## src/sv/rhc_pkg.sv

```systemverilog
// Shared types and constants for the RGB/HSL colour converter.
// Used by every module of the converter; depends on nothing.
package rhc_pkg;

   localparam int FRAC = 16;                 // fractional bits of hue, sat, light
   localparam int QW   = FRAC + 1;           // width of a Q1.FRAC value
   localparam logic [QW-1:0] ONE  = QW'(1) << FRAC;
   localparam logic [QW-1:0] HALF = QW'(1) << (FRAC - 1);

   // ceil(2^32 / 255): sum * 2^16 / 510 == (sum * RECIP_255) >> 17 for sum <= 510
   localparam logic [24:0] RECIP_255 = 25'd16843010;

   typedef enum logic [1:0] {
      OP_TO_HSL   = 2'd0,
      OP_TO_RGB   = 2'd1,
      OP_RECOLOUR = 2'd2,
      OP_ECHO     = 2'd3
   } op_type;

   localparam logic [2:0] SEC_RED_UP     = 3'd0;
   localparam logic [2:0] SEC_RED_DOWN   = 3'd1;
   localparam logic [2:0] SEC_GREEN_UP   = 3'd2;
   localparam logic [2:0] SEC_GREEN_DOWN = 3'd3;
   localparam logic [2:0] SEC_BLUE_UP    = 3'd4;

   typedef struct packed {
      op_type            opcode;
      logic [7:0]        red;
      logic [7:0]        green;
      logic [7:0]        blue;
      logic [FRAC-1:0]   hue;
      logic [QW-1:0]     sat;
      logic [QW-1:0]     light;
   } pix_type;

   // partial quotients of the hue and saturation divisions
   typedef struct packed {
      logic [10:0]       hrem;
      logic [10:0]       hden;
      logic [FRAC-1:0]   hq;
      logic [8:0]        srem;
      logic [8:0]        sden;
      logic [FRAC-1:0]   sq;
   } div_type;

   typedef struct packed {
      pix_type           pix;
      logic              grey;
      logic              sfull;
      logic [QW-1:0]     lf;
   } side_type;

   typedef struct packed {
      pix_type           pix;
      logic              use_inv;
   } inv_type;

endpackage

```

## src/sv/rhc_div_step.sv

```systemverilog
// One registered restoring step of the hue and saturation dividers.
// Depends on rhc_pkg.
module rhc_div_step (
   input  logic              clock,
   input  logic              reset,
   input  logic              valid_in,
   input  rhc_pkg::div_type  div_in,
   input  rhc_pkg::side_type side_in,
   output logic              valid_out,
   output rhc_pkg::div_type  div_out,
   output rhc_pkg::side_type side_out
);

   logic              valid_ff;
   rhc_pkg::div_type  div_ff, div_nx;
   rhc_pkg::side_type side_ff;
   logic [11:0]       ht;
   logic [9:0]        st;

   always_comb begin
      div_nx = div_in;
      ht = {div_in.hrem, 1'b0};
      st = {div_in.srem, 1'b0};
      if (ht >= {1'b0, div_in.hden}) begin
         div_nx.hrem = 11'(ht - {1'b0, div_in.hden});
         div_nx.hq   = {div_in.hq[rhc_pkg::FRAC-2:0], 1'b1};
      end else begin
         div_nx.hrem = ht[10:0];
         div_nx.hq   = {div_in.hq[rhc_pkg::FRAC-2:0], 1'b0};
      end
      if (st >= {1'b0, div_in.sden}) begin
         div_nx.srem = 9'(st - {1'b0, div_in.sden});
         div_nx.sq   = {div_in.sq[rhc_pkg::FRAC-2:0], 1'b1};
      end else begin
         div_nx.srem = st[8:0];
         div_nx.sq   = {div_in.sq[rhc_pkg::FRAC-2:0], 1'b0};
      end
   end

   always_ff @(posedge clock) begin
      if (reset) valid_ff <= 1'b0;
      else       valid_ff <= valid_in;
      div_ff  <= div_nx;
      side_ff <= side_in;
   end

   assign valid_out = valid_ff;
   assign div_out   = div_ff;
   assign side_out  = side_ff;

endmodule

```

## config.mk

```make
export PLATFORM = sky130hd
export DESIGN_NAME = rhc_div_step
export DESIGN_NICKNAME = d
export VERILOG_FILES = /design/src/sv/rhc_pkg.sv /design/src/sv/rhc_div_step.sv
export SDC_FILE = /design/constraint.sdc
export NUM_CORES = 1
export LEC_CHECK = 0
export ABC_AREA = 1
export BUFFER_PORTS_ARGS = -buffer_cell sky130_fd_sc_hd__buf_2
export CORE_AREA = 3 3 131 133
export CTS_CLUSTER_SIZE = 16
export DETAILED_ROUTE_END_ITERATION = 8
export DIE_AREA = 0 0 134 136
export PLACE_DENSITY = 0.69
export SETUP_SLACK_MARGIN = 0.15
export SYNTH_ARGS = -nofsm -noshare
export SYNTH_HDL_FRONTEND = slang
export SYNTH_SLANG_ARGS = --single-unit
```

## constraint.sdc

```tcl
create_clock -name clock -period 3.1 [get_ports clock]
set_input_delay 0.465 -clock clock [delete_from_list [all_inputs] [get_ports clock]]
set_output_delay 0.465 -clock clock [all_outputs]
set_load 0.01 [all_outputs]
```

* Yosys cells after proc, flatten, opt, wreduce, memory -nomap -nowiden
Index checks and enable logic that the tools add are counted.
** Operators by class
- Equality and inequality tests :: 0
- Mux-type cells :: 4
- Shift-type cells :: 0
- Reductions and logical operators :: 0
- Multipliers :: 0
- Order comparisons :: 2
- $add $sub $neg :: 2
- Bitwise gates (word level) :: 0
- Divide/modulo/power cells :: 0
** Operators by type and width (count)
- $ge A12 B11 Y1 :: 1
- $mux W11 :: 1
- $sub A11 B11 Y11 :: 1
- $ge A10 B9 Y1 :: 1
- $mux W9 :: 1
- $sub A9 B9 Y9 :: 1
- $mux W1 :: 2
** Storage, ports and cells
- Output and inout bits :: 168
- Bits in latches :: 0
- Bits in writable memories :: 0
- Memories kept :: 0
- Logic and storage cells :: 27
- Register bits after elaboration :: 168
- ROM bits :: 0
- Input bits :: 170

* Longest topological paths before layout
- Depth after elaboration :: 2
- Mapped depth :: 12
- Gate-level depth less buffers :: 12

* Least setup slack after synthesis
Ideal clock, no wire load.
- Path kind :: input to register
- From :: input div_in[50] (netlist bit)
- To :: register div_ff (netlist bit div_out[70])
- Setup slack :: 1.329 ns
- Buffers on the path :: 1
- Data required time :: 2.987 ns
- Data arrival time :: 1.658 ns
- Stages :: 9
- Setup time :: 0.113 ns
- Path through :: inv_1 -> fa_1 -> nand3_1 -> nand3_2 -> nand3_1 -> nand4_1 -> buf_6 -> nand3_1 -> nand2_1
** RTL lines
- start: declaration :: line rhc_div_step.sv:7 : input rhc_pkg::div_type div_in,
- end signal: assignment :: line rhc_div_step.sv:43 : div_ff <= div_nx;
- end: declaration :: line rhc_div_step.sv:15 : rhc_pkg::div_type div_ff, div_nx;

==> flow_summary.ini <==
[floorplan]
io-pin-count = 338
die_area_sq_mm = 0.0182
die_h_um = 136
start_util = 0.302
core_area_sq_mm = 0.0159
die-width_um = 134
num_rows = 46

[yosys]
synth_area_sq_mm = 0.00482
synth_edf_count = 0
synth_top_area_share = 0.698
synthMostInstantiatedCell = dfxtp_1
synth-async-reset-ratio = 0
synth_top_cell_by_area = dfxtp_1
ys_types = 27
ys_ff_latch = 168
yosysWarnings = 0
syn-num-nets = 635
synth_cells = 443
synthTopCellsByCount = dfxtp_1 (168), nand2_1 (106), inv_1 (51)
syn_avg_cell_area_sq_um = 10.9
ys_seq_area_frac = 0.698
ys_top_cells_by_area = dfxtp_1 (70%), nand2_1 (8.3%), ha_1 (5.2%)
ys.flop_type = dfxtp_1

[cells_and_area]
layout.cells.non_filler = 1024
antenna_cells = 0
area_growth_pct = 52.2
finalCoreUtilization = 0.460
nets = 987
drive_above_1_share = 0.475

[clock_tree]
cts_hold_buf = 0
numCtsBuffers = 17
clk_pin_slew_ns = 0.07
post_cts_resized = 0
cts-root-buf = clkbuf_16
cts.sinks = 168
cts_buffer_depth = 2
cts_max_level = 4
cts_tree = built
post-cts-setup-buffer-count = 0

[global_route]
grt_use_total = 0.162
antenna_found_initial = 0
gr-total-overflow = 0
grt_pass1_vias = 3958
grt_first_pass_wirelength_um = 22100
grt_max_degree = 19

[power_and_ir_drop]
power_density_mw_per_mm2 = 688
peakVddDrop_v = 0.000384
p_leak_nw = 3.97

[setup_path]
cp_max_fo = 11
cp_num_cells = 9
start_kind = input pin
startpoint = div_in[50]
crit_type = input pin to register
endpoint = div_out[67]
cp_data_arrival_time_ns = 2.21
end_kind = register
path_cells = buf_2 > inv_1 > fa_1 > nand3_1 > nand3_2 > nand3_1 > nand4_1 > nand2_1 > nand2_1
crit_required_ns = 3.41
crit_slowest_cell = fa_1
slowest_delay_ns = 0.50
crit_family = simple AND/OR/NAND/NOR gates
path_buf_inv = 2

[sta]
tightest_slew_ns = 0.549
hold_viol = 0
finalCriticalPeriod_ns = 1.90
finalSetupTns_ns = 0
relSlewSlack = 0.633
rsz0062_at_grt = no
post-route-period-util = 0.612
finalSetupViolations = 0
max_freq_mhz = 527
whs_ns = 0.134
fin_ws_ns = 1.20
slew_viol_final = 0

[job]
drv_cap = 0

[detailed_routing]
wirelength_um = 15400
drtIter0Drc = 153
avgRoutedWirePerCell_um = 15.1
dr.pass1.iters = 4
drc = 0
ant_nets = 0
viasPerCell = 4.00
routed-via-count = 4096

[worst_hold_path]
hold_path.class = input pin to register

[placed_design]
dp_cells = 992
portBuffers = 335
gp_congestion = 0.826
pre_cts_ws_ns = 0.725
dpl.hpwl_um = 12600

[outcome]
status = finished clean
==> cell usage in the layout (no fill, tap or decap), types with 5 or more instances in the layout <==
cell type and count:
buf_2 335, inv_8 5, clkbuf_16 17, nand3_1 41, dfxtp_1 168, a21oi_1 7, inv_1 51, nor2_1 17
nand2_1 106, ha_1 20, xor2_1 5
==> kinds of logic after synthesis <==
family | count (synthesis) | share of synthesized area
simple gates | 180 | 0.167
xor+xnor | 6 | 0.0109
compound gates | 12 | 0.0177
fa+ha+maj | 22 | 0.0602
flops | 168 | 0.698
buf+inv | 55 | 0.0462
==> where the power goes <==
group,switching (W),leakage [nW],internal (W)
logic,0.000356,2.27,0.000271
registers,0.0000339,1.42,0.00231
clock network,0.000980,0.286,0.00110
==> stage by stage <==
stage | power [W] | cell area [sq um]
2_1_floorplan | 0.00270 | 4820
3_3_place_gp | 0.00301 | 6750
3_5_place_dp | 0.00302 | 6750
4_1_cts | 0.00510 | 7330
5_1_grt | 0.00528 | 7330
6_report | 0.00505 | 7330
==> routing by layer <==
metal  global-route usage  part of all wire
met5                    0                 0
met4               0.0531             0.015
met3               0.0659             0.099
met2                0.264              0.48
met1                0.195              0.40
==> worst min path at each step <==
stage	startpoint	end	cells past startpoint
after global placement	side_in[46]	side_out[46]	1
after CTS	side_in[92]	side_out[92]	1
after detailed placement	side_in[62]	side_out[62]	1
final	side_in[92]	side_out[92]	1
after floorplan	div_in[9]	div_out[10]	0
after global routing	side_in[27]	side_out[27]	1
==> flip-flops by register name, indices dropped and copies added, names as in the netlist <==
signal / count
side_out: 95
div_out: 72
valid_out: 1
==> final cells by class <==
class,count,area [sq um]
Timing Repair Buffer,336,1680
Clock inverter,14,149
Clock buffer,18,439
Fill cell,1528,8610
Tap cell,216,270
Inverter,52,195
Multi-Input combinational cell,220,1230
Sequential cell,168,3360
Power figures use the tool's default switching activity.
