--- src/sv/rhc_pkg.sv ---
// Shared types and constants for the RGB/HSL colour converter.
// Used by every module of the converter; depends on nothing.
package rhc_pkg;

   localparam int FRAC = 16;                 // fractional bits of hue, sat, light
   localparam int QW   = FRAC + 1;           // width of a Q1.FRAC value
   localparam logic [QW-1:0] ONE  = QW'(1) << FRAC;
   localparam logic [QW-1:0] HALF = QW'(1) << (FRAC - 1);

   // ceil(2^32 / 255): sum * 2^16 / 510 == (sum * RECIP_255) >> 17 for sum <= 510
   localparam logic [24:0] RECIP_255 = 25'd16843010;

   typedef enum logic [1:0] {
      OP_TO_HSL   = 2'd0,
      OP_TO_RGB   = 2'd1,
      OP_RECOLOUR = 2'd2,
      OP_ECHO     = 2'd3
   } op_type;

   localparam logic [2:0] SEC_RED_UP     = 3'd0;
   localparam logic [2:0] SEC_RED_DOWN   = 3'd1;
   localparam logic [2:0] SEC_GREEN_UP   = 3'd2;
   localparam logic [2:0] SEC_GREEN_DOWN = 3'd3;
   localparam logic [2:0] SEC_BLUE_UP    = 3'd4;

   typedef struct packed {
      op_type            opcode;
      logic [7:0]        red;
      logic [7:0]        green;
      logic [7:0]        blue;
      logic [FRAC-1:0]   hue;
      logic [QW-1:0]     sat;
      logic [QW-1:0]     light;
   } pix_type;

   // partial quotients of the hue and saturation divisions
   typedef struct packed {
      logic [10:0]       hrem;
      logic [10:0]       hden;
      logic [FRAC-1:0]   hq;
      logic [8:0]        srem;
      logic [8:0]        sden;
      logic [FRAC-1:0]   sq;
   } div_type;

   typedef struct packed {
      pix_type           pix;
      logic              grey;
      logic              sfull;
      logic [QW-1:0]     lf;
   } side_type;

   typedef struct packed {
      pix_type           pix;
      logic              use_inv;
   } inv_type;

endpackage

--- src/sv/rhc_inv.sv ---
// HSL to RGB back end: five stages, sextant method, byte scaling.
// Depends on rhc_pkg.
module rhc_inv (
   input  logic             clock,
   input  logic             reset,
   input  logic             valid_in,
   input  rhc_pkg::inv_type inv_in,
   output logic             valid_out,
   output rhc_pkg::pix_type pix_out
);

   localparam int QW = rhc_pkg::QW;
   localparam int F  = rhc_pkg::FRAC;

   logic [4:0]       valid_ff;
   rhc_pkg::inv_type p1_ff, p2_ff, p3_ff, p4_ff;
   rhc_pkg::pix_type out_ff, out_in;

   // stage 1
   logic [QW-1:0]   ss_in, ll_in, ss_ff, ll_ff;
   logic [2*QW-1:0] ls_ff;
   // stage 2
   logic [32:0]     v2_in, m2_in, dd_in, v2_ff, m2_ff, dd_ff, lone_ff;
   logic [33:0]     m2w;
   logic [F+2:0]    h6;
   logic [2:0]      sec_ff, sec3_ff;
   logic [F-1:0]    fr_ff;
   // stage 3
   logic [32:0]     phi_ff, v23_ff, m23_ff, lone3_ff;
   logic [31:0]     plo_ff;
   logic            zero_ff;
   // stage 4
   logic [32:0]     vsf, mid1, mid2, cr_in, cg_in, cb_in, cr_ff, cg_ff, cb_ff;

   function automatic logic [7:0] to_byte(input logic [32:0] c);
      logic [40:0] t;
      t = ({c, 8'b0}) - {8'b0, c};
      return (t[40:32] > 9'd255) ? 8'd255 : t[39:32];
   endfunction

   always_comb begin
      ss_in = (inv_in.pix.sat   > rhc_pkg::ONE) ? rhc_pkg::ONE : inv_in.pix.sat;
      ll_in = (inv_in.pix.light > rhc_pkg::ONE) ? rhc_pkg::ONE : inv_in.pix.light;

      if (ll_ff <= rhc_pkg::HALF)
         v2_in = 33'({ll_ff, 16'b0}) + 33'(ls_ff);
      else
         v2_in = 33'({ll_ff, 16'b0}) + 33'({ss_ff, 16'b0}) - 33'(ls_ff);
      m2w   = {ll_ff, 17'b0} - {1'b0, v2_in};
      m2_in = m2w[32:0];
      dd_in = v2_in - m2_in;
      h6    = ({3'b0, p1_ff.pix.hue} << 2) + ({3'b0, p1_ff.pix.hue} << 1);

      vsf  = phi_ff + {17'b0, plo_ff[31:16]};
      mid1 = m23_ff + vsf;
      mid2 = v23_ff - vsf;
      cr_in = lone3_ff;
      cg_in = lone3_ff;
      cb_in = lone3_ff;
      if (!zero_ff) begin
         case (sec3_ff)
            rhc_pkg::SEC_RED_UP:     begin cr_in = v23_ff; cg_in = mid1;   cb_in = m23_ff; end
            rhc_pkg::SEC_RED_DOWN:   begin cr_in = mid2;   cg_in = v23_ff; cb_in = m23_ff; end
            rhc_pkg::SEC_GREEN_UP:   begin cr_in = m23_ff; cg_in = v23_ff; cb_in = mid1;   end
            rhc_pkg::SEC_GREEN_DOWN: begin cr_in = m23_ff; cg_in = mid2;   cb_in = v23_ff; end
            rhc_pkg::SEC_BLUE_UP:    begin cr_in = mid1;   cg_in = m23_ff; cb_in = v23_ff; end
            default:                 begin cr_in = v23_ff; cg_in = m23_ff; cb_in = mid2;   end
         endcase
      end

      out_in = p4_ff.pix;
      if (p4_ff.use_inv) begin
         out_in.red   = to_byte(cr_ff);
         out_in.green = to_byte(cg_ff);
         out_in.blue  = to_byte(cb_ff);
      end
   end

   always_ff @(posedge clock) begin
      if (reset) valid_ff <= '0;
      else       valid_ff <= {valid_ff[3:0], valid_in};
      // stage 1
      p1_ff <= inv_in;
      ss_ff <= ss_in;
      ll_ff <= ll_in;
      ls_ff <= {{QW{1'b0}}, ss_in} * {{QW{1'b0}}, ll_in};
      // stage 2
      p2_ff   <= p1_ff;
      v2_ff   <= v2_in;
      m2_ff   <= m2_in;
      dd_ff   <= dd_in;
      lone_ff <= 33'({ll_ff, 16'b0});
      sec_ff  <= h6[F+2:F];
      fr_ff   <= h6[F-1:0];
      // stage 3
      p3_ff    <= p2_ff;
      phi_ff   <= {16'b0, dd_ff[32:16]} * {17'b0, fr_ff};
      plo_ff   <= {16'b0, dd_ff[15:0]} * {16'b0, fr_ff};
      v23_ff   <= v2_ff;
      m23_ff   <= m2_ff;
      lone3_ff <= lone_ff;
      sec3_ff  <= sec_ff;
      zero_ff  <= (v2_ff == 33'd0);
      // stage 4
      p4_ff <= p3_ff;
      cr_ff <= cr_in;
      cg_ff <= cg_in;
      cb_ff <= cb_in;
      // stage 5
      out_ff <= out_in;
   end

   assign valid_out = valid_ff[4];
   assign pix_out   = out_ff;

endmodule

--- config.mk ---
export PLATFORM = sky130hd
export DESIGN_NAME = rhc_inv
export DESIGN_NICKNAME = d
export VERILOG_FILES = /design/src/sv/rhc_pkg.sv /design/src/sv/rhc_inv.sv
export SDC_FILE = /design/constraint.sdc
export NUM_CORES = 2
export LEC_CHECK = 0
export ABC_CLOCK_PERIOD_IN_PS = 26500
export BUFFER_PORTS_ARGS = -buffer_cell sky130_fd_sc_hd__buf_4
export CELL_PAD_IN_SITES_DETAIL_PLACEMENT = 1
export CELL_PAD_IN_SITES_GLOBAL_PLACEMENT = 1
export CORE_MARGIN = 4
export CORE_UTILIZATION = 55
export CTS_BUF_LIST = sky130_fd_sc_hd__clkbuf_8
export DETAILED_ROUTE_END_ITERATION = 6
export PLACE_DENSITY_LB_ADDON = 0.1
export SETUP_SLACK_MARGIN = 0.2
export SLEW_MARGIN = 10
export SYNTH_ARGS = -nofsm -noshare
export SYNTH_HDL_FRONTEND = slang
export SYNTH_SLANG_ARGS = --single-unit
--- constraint.sdc ---
create_clock -name clock -period 26.5 [get_ports clock]
set_input_delay 5.3 -clock clock [delete_from_list [all_inputs] [get_ports clock]]
set_output_delay 5.3 -clock clock [all_outputs]
set_load 0.02 [all_outputs]
# Word-level counts from Yosys, hierarchy flattened
# Index checks and enable logic that the tools add are counted.
dict set report totals {
  reg_bits 842
  elab_cells 106
  input_bits 80
}
dict set report op_classes {
  add_sub_neg 12
  reduce_logical 6
  mux 13
  n_mul 3
  eq_ne 4
  order_cmp 6
}
# op n
set op_table {}
lappend op_table {{33-bit case mux with 3 select lines} 3}
lappend op_table {{33-bit two-way mux} 4}
lappend op_table {{33-bit subtractor} 4}
lappend op_table {{41-bit by 33-bit subtractor with 41-bit output} 3}
lappend op_table {{33-bit adder} 3}
lappend op_table {{17-bit > comparator, second input constant} 2}
lappend op_table {{17-bit two-way mux} 2}
lappend op_table {{33-bit by 16-bit adder with 33-bit output} 1}
lappend op_table {{33-bit zero test} 1}
lappend op_table {{17-bit by 16-bit multiplier with 33-bit output} 1}
lappend op_table {{17-bit by 17-bit multiplier with 33-bit output} 1}
lappend op_table {{16-bit by 16-bit multiplier with 32-bit output} 1}
lappend op_table {{9-bit by 8-bit > comparator with 1-bit output, second input constant} 3}
lappend op_table {{24-bit two-way mux} 1}
lappend op_table {{8-bit two-way mux} 3}
lappend op_table {{18-bit by 17-bit adder with 19-bit output} 1}
lappend op_table {{17-bit by 16-bit less-or-equal comparator with 1-bit output, second input constant} 1}
lappend op_table {{2-bit OR reduction} 4}
lappend op_table {{3-bit by 2-bit == test with 1-bit output, second input constant} 2}
lappend op_table {{3-bit by 1-bit == test with 1-bit output, second input constant} 1}
lappend op_table {{3-bit == test, second input constant} 1}
lappend op_table {{3-bit zero test} 1}

# Logic depth before layout (Yosys ltp)
dict set report depth {
  depth_word 5
  ltp_mapped 33
  depth_no_buf 33
}

# Worst setup path before layout
# No wires, ideal clock.
dict set report synth_path {
  path_type {input-to-reg}
  startpoint {input port inv_in[21] (netlist bit)}
  endpoint {register ls_ff[32]}
  arrival_ns 12.245
  slack_ns 14.183
  cell_stages 31
  n_path_buf 3
  path_cell_list {nor4_1 nand4_1 nand2_1 clkbuf_1 nand2_1 inv_1 clkbuf_1 nand2_1 fa_1 inv_1 fa_1 fa_1 fa_1 fa_1 inv_1 fa_1 inv_1 ha_1 clkbuf_1 a21o_1 a21o_1 a21o_1 a21o_1 a21o_1 a21oi_1 o31ai_1 a41oi_1 a21oi_1 a211o_1 a21oi_1 xnor2_1}
}
dict set report synth_via {
  elab_chain_cells 3
}
# item line_no
set synth_rtl {}
lappend synth_rtl {{start: declaration} rhc_inv.sv:7} ;# input rhc_pkg::inv_type inv_in,
lappend synth_rtl {{17-bit > comparator} rhc_inv.sv:42} ;# ss_in = (inv_in.pix.sat > rhc_pkg::ONE) ? rhc_pkg::ONE : inv_in.pix.sat;
lappend synth_rtl {{17-bit two-way mux} rhc_inv.sv:42}
lappend synth_rtl {{net ss_in[9]} rhc_inv.sv:20} ;# logic [QW-1:0] ss_in, ll_in, ss_ff, ll_ff;
lappend synth_rtl {{17-bit by 17-bit multiplier with 33-bit output} rhc_inv.sv:86} ;# ls_ff <= {{QW{1'b0}}, ss_in} * {{QW{1'b0}}, ll_in};
lappend synth_rtl {{end signal: assignment} rhc_inv.sv:86}
lappend synth_rtl {{end: declaration} rhc_inv.sv:21} ;# logic [2*QW-1:0] ls_ff;
# The timed path passes the listed nets, and every way through them passes these cells.
# A chain may end at the register's enable or synchronous reset.

# Worst setup path in the final report
dict set report layout_path {
  startpoint {input port inv_in[26] (netlist bit)}
  endpoint {register ls_ff[31]}
}
dict set report layout_via {
  elab_chain_cells 3
}
# item line_no
set layout_rtl {}
lappend layout_rtl {{17-bit > comparator} rhc_inv.sv:42}
lappend layout_rtl {{17-bit two-way mux *} rhc_inv.sv:42}
lappend layout_rtl {{17-bit by 17-bit multiplier with 33-bit output *} rhc_inv.sv:86}
# Every way passes the cells marked *; elsewhere a longest branch is shown, timed or not.

==> results.cfg <==
[yosys]
ys_ff_latch = 820
synth-edff-count = 0
ys_seq_area_share_pct = 28.2
async_flop_share_pct = 0
synth.cell_area_um2 = 58100
yosys_warnings = 0
synthFlopType = dfxtp_1
synthCells = 6274
yosysUniqueCellTypes = 94
postSynthAreaPerCell_um2 = 9.26

[critical_path]
critPathKind = in2reg
slowest_delay_ns = 0.57
start_kind = primary input
worst_setup_path_end_kind = flip-flop
reg2reg_from = p2_ff[35]
cp.arrival_ns = 13.64
worstPathMaxFanout = 19
r2r_end = phi_ff[29]
crit_buf_inv = 5
crit_top_cell = fa_1
rr_worst_depth = 26
cp.required_ns = 27.24
critPathSlowestCell = fa_1
cpLargestDelayFamily = adder cells
r2r_setup_slack_ns = 17.82

[drt]
wl_per_cell_um = 23.5
wl_um = 185000
vias = 45200
first_iter_violations = 2572
via_per_inst = 5.72
drc = 0
drt-pass1-iter-count = 5
detail-route-antenna-nets = 0

[final_layout]
final_nets = 7676
syn2layout_area_growth_pct = 9.21
fillCellCount = 11900
regArea_um2 = 16400
drive_gt1_share_pct = 7.48
multi_input_area_um2 = 37200

[floorplanning]
die-area_um2 = 111000
die_y_um = 333
core_um2 = 104000
rows = 118
initial_core_util_pct = 55.7
ios = 157
die_w_um = 333

[clock_network]
post_cts_resized = 0
cts_sinks = 820
cts_setup_buffers = 0
htree_levels = 4
clock_latency_ns = 0.84
cts_root_buffer = clkbuf_8
cts_buffers = 137
cts_tree = yes
cts_hold_buf = 0
cts_buffer_depth = 3
path_clk_slew_ns = 0.06

[place]
gp_congestion = 0.949
hpwlAfterDp_um = 146000
portBuffers = 156

[sta]
slew_viol_final = 0
fin_crit_sh_pct = 48.7
rsz0062_at_grt = no
worst_slew_pin_slew_ns = 1.34
fmax_mhz = 77.5
setup_viol = 0
relSlewSlack_pct = 9.90
fin_crit_ns = 12.90
tns_ns = 0
skew_ns = 0.0679
hold_violations = 0

[worst_hold_path]
min_to = p3_ff[44]
worstHoldStart = p2_ff[44]
hold_path_class = reg2reg
hold-path-cell-count = 0

[global_route]
grt_overflow_total = 0
grt_usage_pct = 33.6
grt_pass1_wl_um = 290000
grt_max_degree = 77
grt_pass1_vias = 50700
antenna_found_initial = 13

[run_status]
status = completed

[job]
cap_violations = 0
[worst max path at each step]
stage          startpoint        end  slack (ns)  cells past startpoint
4_1_cts        inv_in[26]  ls_ff[31]       13.73                     29
2_1_floorplan  inv_in[21]  ls_ff[32]       14.18                     31
3_3_place_gp    inv_in[1]  ls_ff[32]       13.12                     29
6_report       inv_in[26]  ls_ff[31]       13.60                     29
3_5_place_dp    inv_in[1]  ls_ff[32]       13.02                     29
5_1_grt         inv_in[1]  ls_ff[31]       13.07                     29
[cell type report]
| type | instances | area share (%) |
|---|---|---|
| diodes | 4 | 0.0158 |
| inverters | 1007 | 5.96 |
| clock inverters | 64 | 0.775 |
| multi-input cells | 4251 | 58.6 |
| repair buffers | 199 | 2.35 |
| flip-flops and latches | 820 | 25.9 |
| clock buffers | 170 | 3.69 |
| well taps | 1380 | 2.72 |
[cells in the final DEF, fill, tap and decap left out, types with 29 or more instances in the layout]
master	instances
a211oi_1	45
a21o_1	128
a21oi_1	289
a31oi_1	38
and2_1	211
and3_1	47
buf_4	199
clkbuf_8	170
dfxtp_1	815
fa_1	613
ha_1	567
inv_1	1023
mux2i_1	62
nand2_1	768
nand2b_1	39
nand3_1	64
nand4_1	33
nor2_1	373
nor2b_1	36
nor3_1	55
nor4_1	29
o21a_1	41
o21ai_0	154
o21bai_1	33
xnor2_1	202
xor2_1	92
[per-layer routing]
metal | vias up | wire [um] | share of wire [%] | global-route usage [%]
li1 | 20500 | - | - | -
met1 | 22800 | 70400 | 38 | 38.7
met2 | 1397 | 92800 | 50 | 59.4
met3 | 545 | 10700 | 5.8 | 5.92
met4 | 4 | 11300 | 6.1 | 18.3
met5 | - | 27 | 0.015 | 0
[sequential cells by signal (all words and copies together) (netlist names), 25 cells and up]
register  cells
p3_ff        77
cb_ff        33
dd_ff        32
v23_ff       32
pix_out      76
v2_ff        32
ls_ff        33
p2_ff        77
out_in       52
p4_ff        25
m2_ff        33
p1_ff        77
phi_ff       32
cr_ff        33
m23_ff       33
cg_ff        33
[worst register-to-register path, delay by kind of cell, from the launching register on]
| family | cells | cell delay [ns] |
|---|---|---|
| adders and majority gates | 7 | 3.39 |
| AOI/OAI and AO/OA | 9 | 3.35 |
| buffers and inverters | 6 | 0.67 |
| DFF | 1 | 0.55 |
| and+or+nand+nor | 4 | 0.50 |
[synth_stat cells, types with 24 or more instances]
master    instances  area, um2
inv_1           998       3750
dfxtp_1         820      16400
nand2_1         769       2890
fa_1            613      12300
ha_1            567       7090
nor2_1          375       1410
a21oi_1         289       1450
and2_1          211       1320
xnor2_1         202       1770
clkbuf_1        178        668
o21ai_0         154        771
a21o_1          128        961
xor2_1           92        806
nand3_1          64        320
mux2i_1          62        621
nor3_1           55        275
and3_1           47        294
a211oi_1         45        338
o21a_1           41        308
nand2b_1         39        244
a31oi_1          38        238
nor2b_1          36        225
nand4_1          33        206
o21bai_1         33        248
nor4_1           29        181
buf_1            24       90.1
[per-stage QoR]
stage / std cells / worst slack, ns / util, % / cell area, um2 / hold WS (ns)
floorplan: 6280 / 14.18 / - / 58100 / 0.310
global placement: 7657 / 13.12 / 58.2 / 60600 / 0.310
detailed placement: 7657 / 13.02 / 58.2 / 60600 / 0.313
CTS: 7891 / 13.73 / 60.9 / 63400 / 0.294
global route: 7892 / 13.07 / 60.9 / 63500 / 0.316
finish: 7895 / 13.60 / 60.9 / 63500 / 0.295
[logic make-up (layout without fill, tap and decap cells)]
| family | after synthesis | count (layout) | synth area share [%] |
|---|---|---|---|
| compound gates | 952 | 952 | 10.8 |
| buf+inv | 1209 | 1440 | 7.81 |
| fa+ha+maj | 1180 | 1180 | 33.3 |
| other cells | 2 | 12 | 0.0129 |
| simple gates | 1725 | 1725 | 13.6 |
| mux | 86 | 86 | 1.53 |
| flops | 820 | 820 | 28.2 |
| xor+xnor | 300 | 300 | 4.65 |
Power is left out: the tool's default activity adds up to more than one toggle a clock period on the data nets, which glitch-free logic cannot reach.
