===== config.mk =====
export PLATFORM = sky130hd
export DESIGN_NAME = rhc_fwd
export DESIGN_NICKNAME = d
export VERILOG_FILES = /design/src/sv/rhc_pkg.sv /design/src/sv/rhc_fwd.sv
export SDC_FILE = /design/constraint.sdc
export NUM_CORES = 1
export LEC_CHECK = 0
export BUFFER_PORTS_ARGS = -buffer_cell sky130_fd_sc_hd__buf_2
export CORE_ASPECT_RATIO = 1.25
export CORE_MARGIN = 2
export CORE_UTILIZATION = 40
export CTS_BUF_LIST = sky130_fd_sc_hd__clkbuf_8 sky130_fd_sc_hd__clkbuf_16
export CTS_CLUSTER_DIAMETER = 150
export DETAILED_ROUTE_END_ITERATION = 10
export MAX_ROUTING_LAYER = met4
export PLACE_DENSITY = 0.64
export SYNTH_ARGS = -nofsm -noshare
export SYNTH_HDL_FRONTEND = slang
export SYNTH_SLANG_ARGS = --single-unit

===== constraint.sdc =====
create_clock -name clock -period 13.4 [get_ports clock]
set_clock_uncertainty 0.1 [all_clocks]
set_input_delay 0.67 -clock clock [delete_from_list [all_inputs] [get_ports clock]]
set_output_delay 0.67 -clock clock [all_outputs]
set_load 0.005 [all_outputs]

===== src/sv/rhc_pkg.sv =====
// Shared types and constants for the RGB/HSL colour converter.
// Used by every module of the converter; depends on nothing.
package rhc_pkg;

   localparam int FRAC = 16;                 // fractional bits of hue, sat, light
   localparam int QW   = FRAC + 1;           // width of a Q1.FRAC value
   localparam logic [QW-1:0] ONE  = QW'(1) << FRAC;
   localparam logic [QW-1:0] HALF = QW'(1) << (FRAC - 1);

   // ceil(2^32 / 255): sum * 2^16 / 510 == (sum * RECIP_255) >> 17 for sum <= 510
   localparam logic [24:0] RECIP_255 = 25'd16843010;

   typedef enum logic [1:0] {
      OP_TO_HSL   = 2'd0,
      OP_TO_RGB   = 2'd1,
      OP_RECOLOUR = 2'd2,
      OP_ECHO     = 2'd3
   } op_type;

   localparam logic [2:0] SEC_RED_UP     = 3'd0;
   localparam logic [2:0] SEC_RED_DOWN   = 3'd1;
   localparam logic [2:0] SEC_GREEN_UP   = 3'd2;
   localparam logic [2:0] SEC_GREEN_DOWN = 3'd3;
   localparam logic [2:0] SEC_BLUE_UP    = 3'd4;

   typedef struct packed {
      op_type            opcode;
      logic [7:0]        red;
      logic [7:0]        green;
      logic [7:0]        blue;
      logic [FRAC-1:0]   hue;
      logic [QW-1:0]     sat;
      logic [QW-1:0]     light;
   } pix_type;

   // partial quotients of the hue and saturation divisions
   typedef struct packed {
      logic [10:0]       hrem;
      logic [10:0]       hden;
      logic [FRAC-1:0]   hq;
      logic [8:0]        srem;
      logic [8:0]        sden;
      logic [FRAC-1:0]   sq;
   } div_type;

   typedef struct packed {
      pix_type           pix;
      logic              grey;
      logic              sfull;
      logic [QW-1:0]     lf;
   } side_type;

   typedef struct packed {
      pix_type           pix;
      logic              use_inv;
   } inv_type;

endpackage


===== src/sv/rhc_fwd.sv =====
// Forward front end: max/min, lightness, and divider set-up.
// Depends on rhc_pkg.
module rhc_fwd (
   input  logic              clock,
   input  logic              reset,
   input  logic              valid_in,
   input  rhc_pkg::pix_type  pix_in,
   output logic              valid_out,
   output rhc_pkg::div_type  div_out,
   output rhc_pkg::side_type side_out
);

   localparam logic [24:0] RECIP_255_W = rhc_pkg::RECIP_255;

   logic              valid_ff;
   rhc_pkg::div_type  div_ff, div_in;
   rhc_pkg::side_type side_ff, side_in;

   logic [7:0]         mx, mn, dl;
   logic [8:0]         sum, den;
   logic signed [11:0] num;
   logic [10:0]        d6;
   logic [33:0]        lprod;

   always_comb begin
      mx = pix_in.red;
      mn = pix_in.red;
      if (pix_in.green > mx) mx = pix_in.green;
      if (pix_in.blue  > mx) mx = pix_in.blue;
      if (pix_in.green < mn) mn = pix_in.green;
      if (pix_in.blue  < mn) mn = pix_in.blue;
      sum = {1'b0, mx} + {1'b0, mn};
      dl  = mx - mn;
      den = (sum < 9'd255) ? sum : (9'd510 - sum);
      d6  = ({3'b0, dl} << 2) + ({3'b0, dl} << 1);
      if (pix_in.red == mx)
         num = $signed({4'b0, pix_in.green}) - $signed({4'b0, pix_in.blue});
      else if (pix_in.green == mx)
         num = $signed({3'b0, dl, 1'b0}) + $signed({4'b0, pix_in.blue})
             - $signed({4'b0, pix_in.red});
      else
         num = $signed({2'b0, dl, 2'b0}) + $signed({4'b0, pix_in.red})
             - $signed({4'b0, pix_in.green});
      if (num < 0) num = num + $signed({1'b0, d6});
      lprod = {25'b0, sum} * {9'b0, RECIP_255_W};

      div_in.hrem = num[10:0];
      div_in.hden = d6;
      div_in.hq   = '0;
      div_in.sden = den;
      div_in.srem = ({1'b0, dl} == den) ? 9'd0 : {1'b0, dl};
      div_in.sq   = '0;

      side_in.pix   = pix_in;
      side_in.grey  = (dl == 8'd0);
      side_in.sfull = ({1'b0, dl} == den);
      side_in.lf    = lprod[33:17];
   end

   always_ff @(posedge clock) begin
      if (reset) valid_ff <= 1'b0;
      else       valid_ff <= valid_in;
      div_ff  <= div_in;
      side_ff <= side_in;
   end

   assign valid_out = valid_ff;
   assign div_out   = div_ff;
   assign side_out  = side_ff;

endmodule


Word-level counts from Yosys, hierarchy flattened
Index checks and enable logic that the tools add are counted.
- flip-flop bits (word level): 136
- logic and storage cells: 45
- add/subtract/negate cells: 10
- reduce and logical (&&, ||, !) cells: 1
- mux-type cells: 8
- equality and inequality tests: 3
- multiply operators: 1
- $lt $le $gt $ge: 6
- operators by type and width (cell ; number):
    $mul 9x24->33 const B ; 1
    $mux 8 ; 4
    $mux 12 ; 2
    $eq 8x8->1 ; 2
    $gt 8x8->1 ; 2
    $lt 8x8->1 ; 2
    $lt 12x1->1 const B ; 1
    $sub 11x8->12 ; 1
    $add 10x8->11 ; 1
    $add 10x9->11 ; 1
    $add 11x11->11 ; 1
    $mux 11 ; 1
    $sub 10x8->11 ; 1
    $add 9x8->10 ; 1
    $add 8x8->9 ; 1
    $eq 8x9->1 ; 1
    $lt 9x8->1 const B ; 1
    $mux 9 ; 1
    $sub 8x8->9 ; 1
    $sub 9x9->9 const A ; 1
    $logic_not 8->1 ; 1
    $sub 8x8->8 ; 1

Logic depth before layout (Yosys ltp)
Gate-level depths: netlist of the first run.
- word-level depth: 11
- gate-level depth with buffers: 43

Worst setup path after synthesis of the first run
Ideal clock, no wire load.
- kind: in2reg
- start: input port pix_in[59] in the netlist's numbering
- end: register div_ff, in the netlist div_out[71]
- data arrival time: 8350 ps
- setup time: 58 ps
- cell stages on the path: 39
- slack: 4893 ps
- cell sequence: inv_1 > ha_1 > nor2b_1 > o211ai_1 > a21oi_1 > o21ai_1 > buf_2 > buf_2 > buf_1 > nor2_1 > a21oi_1 > ha_1 > nand4_1 > nor2_1 > a21oi_1 > nor2_2 > buf_6 > clkbuf_1 > [... 3 more ...] > a21oi_1 > xnor2_1 > inv_1 > fa_1 > ha_1 > a21o_1 > a2111oi_0 > or3_1 > xor2_1 > nand2_1 > o21ai_0 > a21oi_1 > ha_1 > a21oi_1 > o21ai_0 > xnor2_1 > o41ai_1 > a21o_1
- RTL lines (element ; line ; text):
    start: declaration ; rhc_fwd.sv:7 ; input rhc_pkg::pix_type pix_in,
    end signal: assignment ; rhc_fwd.sv:63 ; div_ff <= div_in;
    end: declaration ; rhc_fwd.sv:16 ; rhc_pkg::div_type div_ff, div_in;

==> out/metrics.cfg, run 1 <==
[timing]
worst_pin_slew_ns=0.9266
setup_tns_ns=0
finalSetupViolations=0
postLayoutSetupSlackWorst_ns=4.051
max_freq_ghz=0.1070
slew_violations=0
rsz0062_at_grt=no
fin_crit_sh_pct=69.77
maxSlewHeadroom_pct=38.02
hold_viol_final=0
min_period_ns=9.349
whs_ns=0.2456

[clock_tree]
cts-root-buf=clkbuf_16
cts-htree-levels=4
tritoncts=yes
cts.path.max_buffers=2
clk_pin_slew_worst_paths_ns=0.07
numCtsBuffers=17
cts_hold_buf=0
cts_setup_buffers=0
cts.sink_count=129
cts_resized=0

[die]
fp.dieH_um=165.2
rows=59
die-area_sq_um=21970
fp.coreArea_sq_um=20600
die_w_um=133.0
io_pins=247
initial_core_util_pct=40.39

[critical_path]
slowest_delay_ns=0.67
cp_data_required_time_ns=13.66
crit_arrival_ns=9.61
crit_fanout=32
cp_common_cell=a21oi_1
crit_slowest_cell=xnor2_1
crit_start=pix_in[59]
worstSetupPathType=input pin to flop
start_kind=input pin
worst_setup_path_end_kind=flop

[cells_and_area]
drive_gt1_share_pct=23.83
antenna_cells=0
layout.cells.most_common_list=212 x buf_2, 129 x dfxtp_1, 97 x ha_1
fin_nets=1316
syn_to_final_growth_pct=20.73
fillers=1958
final_common_cell=buf_2

[power_and_ir_drop]
p_leak_uw=0.004909
peakVddDrop_mv=0.2341
pwr_density_cell_nw_per_um2=348.7

[routing]
avgRoutedWirePerCell_um=17.45
drtPass1Iterations=5
avgViaCountPerCell=5.143
ant_nets=0
drt-initial-drc-count=444
dr_total_vias=7236
drt_wl_total_um=24550
route.detailed.drc=0

[place]
dp_slack_ns=3.691
detailed_place_hpwl_um=19440
gp_congestion=0.9927
port-buffer-count=212

[global_route]
antenna_found_initial=0
grt_max_degree=33
grt_pass1_wl_um=37610
grt_pass1_vias=6947
grtUsageTotal_pct=22.79
grt-ovfl-total=0

[yosys]
avgSynthCellArea_sq_um=9.081
ys_async_sr_fraction_pct=0
synth_area_sq_um=8318
ys_seq_area_share_pct=31.05
synthCells=916
synth_cell_types=69
yosys_warnings=0
synth_edf_count=0
ys_ff_latch=129
synth_flop_cell=dfxtp_1

[worst_hold_path]
hold_end=side_out[53]
hold_class=input pin to flop
holdCritStartpoint=pix_in[34]
holdPathStages=1

[outcome]
status=completed

[flow_run]
maxCapViolations=0

==> registers in the layout, indices dropped and copies added, names as in the netlist <==
register,count
valid_out,1
side_out,91
div_out,37
==> cell type report <==
class | instances | area (sq um) | share of cell area (%)
clock buffer | 17 | 425.4 | 4.236
timing repair buffer | 217 | 1099 | 10.94
sequential | 129 | 2582 | 25.72
multi-input combinational | 672 | 5114 | 50.92
clock inverter | 15 | 167.7 | 1.670
tap | 274 | 342.8 | 3.414
inverter | 83 | 311.5 | 3.102
==> worst max-delay path, delay by kind of cell <==
family	cells	cell delay, ns
and+or+nand+nor	7	1.32
AOI/OAI and AO/OA	17	3.42
xor gates and xnor gates	3	0.97
adders and majority gates	6	2.22
buffers and inverters	4	0.98
==> cell usage after synthesis, types with 3 or more instances <==
cell type  count  area share [%]
a21o_1        11            0.99
o221ai_1       3            0.32
nand2_1       45             2.0
a32oi_1        3            0.32
or3_1          8            0.60
o211ai_1      10            0.90
dfxtp_1      129              31
or2_2          4            0.30
fa_1          20             4.8
mux2i_1       28             3.4
ha_1          97              15
o22ai_1        4            0.30
o32ai_1        3            0.32
a211oi_1       6            0.54
mux2_2         3            0.41
clkbuf_1       9            0.41
nand4_1       10            0.75
nand3_1       23             1.4
a21oi_1       65             3.9
nand2b_1       9            0.68
xnor2_1       56             5.9
o31ai_1        3            0.27
o21bai_1       7            0.63
inv_1         82             3.7
nand3b_1       3            0.27
a31oi_1        6            0.45
nor2_1        56             2.5
and3_1         4            0.30
nor3_1        16            0.96
nor4_1         3            0.23
buf_2          8            0.48
o311ai_0       6            0.63
nor2b_1        7            0.53
buf_4         45             4.1
a221oi_1       3            0.32
a21boi_0       5            0.45
xor2_1        20             2.1
o21ai_0       49             2.9
o21a_1         5            0.45
==> per-stage QoR <==
stage	instance area [sq um]	util, %	power [uW]	std cells
2_1_floorplan	8442	-	2439	949
3_3_place_gp	9449	45.88	2979	1375
3_5_place_dp	9449	45.88	3006	1375
4_1_cts	10040	48.76	3503	1407
5_1_grt	10040	48.76	3847	1407
6_report	10040	48.76	3501	1407
==> metal layers <==
| layer | GRT usage, % | vias to the layer above | wire [um] |
|---|---|---|---|
| met2 | 38.48 | 320 | 11690 |
| met5 | - | - | 0 |
| met1 | 26.65 | 3331 | 10390 |
| li1 | - | 3529 | - |
| met4 | 10.56 | 0 | 994 |
| met3 | 3.846 | 56 | 1479 |
==> report_power, final <==
group          switching (uW)  internal [uW]
clock                     208            266
sequential               21.1            495
combinational            1430           1090
total                    1650           1850
==> how the worst max path moves through the flow <==
stage,to,cells after the start
after floorplan,div_out[71],39
after global placement,div_out[71],37
after detailed placement,div_out[71],36
after CTS,div_out[71],36
after global routing,div_out[71],37
final,div_out[71],37
==> cells by family (layout without fill, tap and decap cells) <==
group | Yosys count | in the layout | synth area share [%]
compound gates | 210 | 210 | 16.23
xor+xnor | 76 | 76 | 8.002
fa+ha+maj | 117 | 117 | 19.40
buf+inv | 148 | 332 | 9.010
flops | 129 | 129 | 31.05
mux | 33 | 33 | 4.137
other cells | 1 | 34 | 0.04508
simple gates | 202 | 202 | 12.12
Power figures use the tool's default switching activity.
==> run 2, diff against run 1 <==
- PLACE_DENSITY: 0.64 -> 0.67
- clock period: 13.4 -> 7.8 ns (I/O delays scaled with it)
==> out/metrics.cfg, run 2 (synthesis gave the netlist of run 1 again) <==
[clock_tree]
cts.path.max_buffers=2  ; unchanged
cts-htree-levels=4  ; unchanged
tritoncts=yes
numCtsBuffers=17  ; unchanged
cts-root-buf=clkbuf_16
clk_pin_slew_worst_paths_ns=0.06  ; about the same
cts.sink_count=129  ; unchanged

[global_route]
grt_max_degree=33  ; unchanged
grt-ovfl-total=0  ; unchanged
grt_pass1_wl_um=38700  ; +2.9%
grt_pass1_vias=7471  ; +7.5%
grtUsageTotal_pct=23.59  ; +0.80 points
antenna_found_initial=0  ; unchanged

[die]
die_w_um=133.0  ; unchanged
die-area_sq_um=21970  ; unchanged
fp.dieH_um=165.2  ; unchanged
fp.coreArea_sq_um=20600  ; unchanged
io_pins=247  ; unchanged
initial_core_util_pct=40.39  ; unchanged
rows=59  ; unchanged

[cells_and_area]
fin_nets=1456  ; +11%
final_cell_area_sq_um=11320  ; +13%
final_common_cell=buf_2
drive_gt1_share_pct=29.22  ; +5.4 points
layout.cells.most_common_list=212 x buf_2, 129 x dfxtp_1, 97 x ha_1
final_core_util_pct=54.98  ; +6.2 points
antenna_cells=0  ; unchanged
largest_register_ffs=91  ; unchanged
syn_to_final_growth_pct=36.15

[power_and_ir_drop]
switching_power_uw=3025  ; +83%
p_leak_uw=0.005575  ; +14%
internal_power_uw=3779  ; +100%
swShare_pct=44.46  ; -2.8 points
pwr-share-comb_pct=75.1  ; +3.4 points
pwr_density_cell_nw_per_um2=600.8  ; +72%
peakVddDrop_mv=0.6776  ; +190%
pwr-share-seq_pct=13.0  ; -1.7 points
p_clk_share_pct=11.8  ; -1.7 points
total_power_uw=6803  ; +94%

[timing]
hold_viol_final=0  ; unchanged
maxSlewHeadroom_pct=47.71  ; +9.7 points
min_period_ns=7.516
fin_crit_sh_pct=96.35
slew_violations=0  ; unchanged
finalSetupViolations=0  ; unchanged
whs_ns=0.01671  ; -0.2289 ns
max_freq_ghz=0.1331
setup_tns_ns=0  ; unchanged
worst_pin_slew_ns=0.7817  ; -0.1449 ns

[routing]
drt-initial-drc-count=497  ; +12%
avgViaCountPerCell=5.021  ; -2.4%
drtPass1Iterations=5  ; unchanged
avgRoutedWirePerCell_um=16.74  ; -4.0%
drt_wl_total_um=25900  ; +5.5%
ant_nets=0  ; unchanged
dr_total_vias=7767  ; +7.3%
route.detailed.drc=0  ; unchanged

[critical_path]
crit_slowest_cell=fa_2
cp_common_cell=ha_1
cp_data_required_time_ns=8.07  ; -5.59 ns
slowest_delay_ns=0.61  ; -0.06 ns
worstSetupPathType=input pin to flop
crit_arrival_ns=7.79  ; -1.82 ns
crit_fanout=32  ; unchanged
worst_setup_path_end_kind=flop
start_kind=input pin

[flow_run]
maxCapViolations=0  ; unchanged

[outcome]
status=completed

[place]
port-buffer-count=212  ; unchanged
placed_area_sq_um=10150  ; +7.4%
gp_congestion=0.9482  ; -4.5%
detailed_place_hpwl_um=20290  ; +4.4%

[worst_hold_path]
hold_class=input pin to flop

-- run 2: power groups by stage --
stage                     Sequential [uW]  Combinational [uW]  Clock (uW)
after floorplan                       927                3280           0
after global placement                900                4880           0
after detailed placement              905                4940           0
after CTS                             890                5000         827
after global routing                  904                5640         859
final                                 888                5110         805
-- run 2: cell type report --
cell class / count / area (sq um)
timing repair buffer: 357 / 2290
clock inverter: 15 / 165.2
tap: 274 / 342.8
multi-input combinational: 672 / 5207
sequential: 129 / 2582
fill: 1820 / 9271
inverter: 83 / 311.5
clock buffer: 17 / 425.4
-- run 2: critical path: cells and delay by family --
kind | cells | cell delay, ns
AND/OR/NAND/NOR | 11 | 1.93
buffers and inverters | 6 | 0.65
AO/OA/AOI/OAI | 13 | 2.16
adder cells (fa/ha/maj) | 7 | 2.33
XOR/XNOR | 2 | 0.31
-- run 2: metrics by stage --
stage | setup WS [ns] | instances
global placement | -0.003843 | 1462
floorplan | 0.004203 | 949
global route | -0.1698 | 1547
detailed placement | -0.09122 | 1462
CTS | 0.3298 | 1544
finish | 0.2843 | 1547
-- run 2: path summary, 6_finish.rpt --
kind / to / startpoint / slack (ns) / depth (start not counted)
setup / recovery: div_out[71] / pix_in[65] / 0.28 / 39
hold / removal: side_out[86] / pix_in[67] / 0.02 / 1
-- run 2: timing repair --
action                                 4_1_cts  5_1_grt
hold buffers                                50        1
setup buffers                                0        2
setup endpoints to repair                    0        3
gates resized for setup                      0       16
endpoints found under the hold margin       50        1
-- run 2: metal layers --
metal	global-route usage, %	part of all wire, %
met1	24.96	40
met2	41.99	49
met3	4.701	6.3
met4	12.07	4.5
met5	-	0
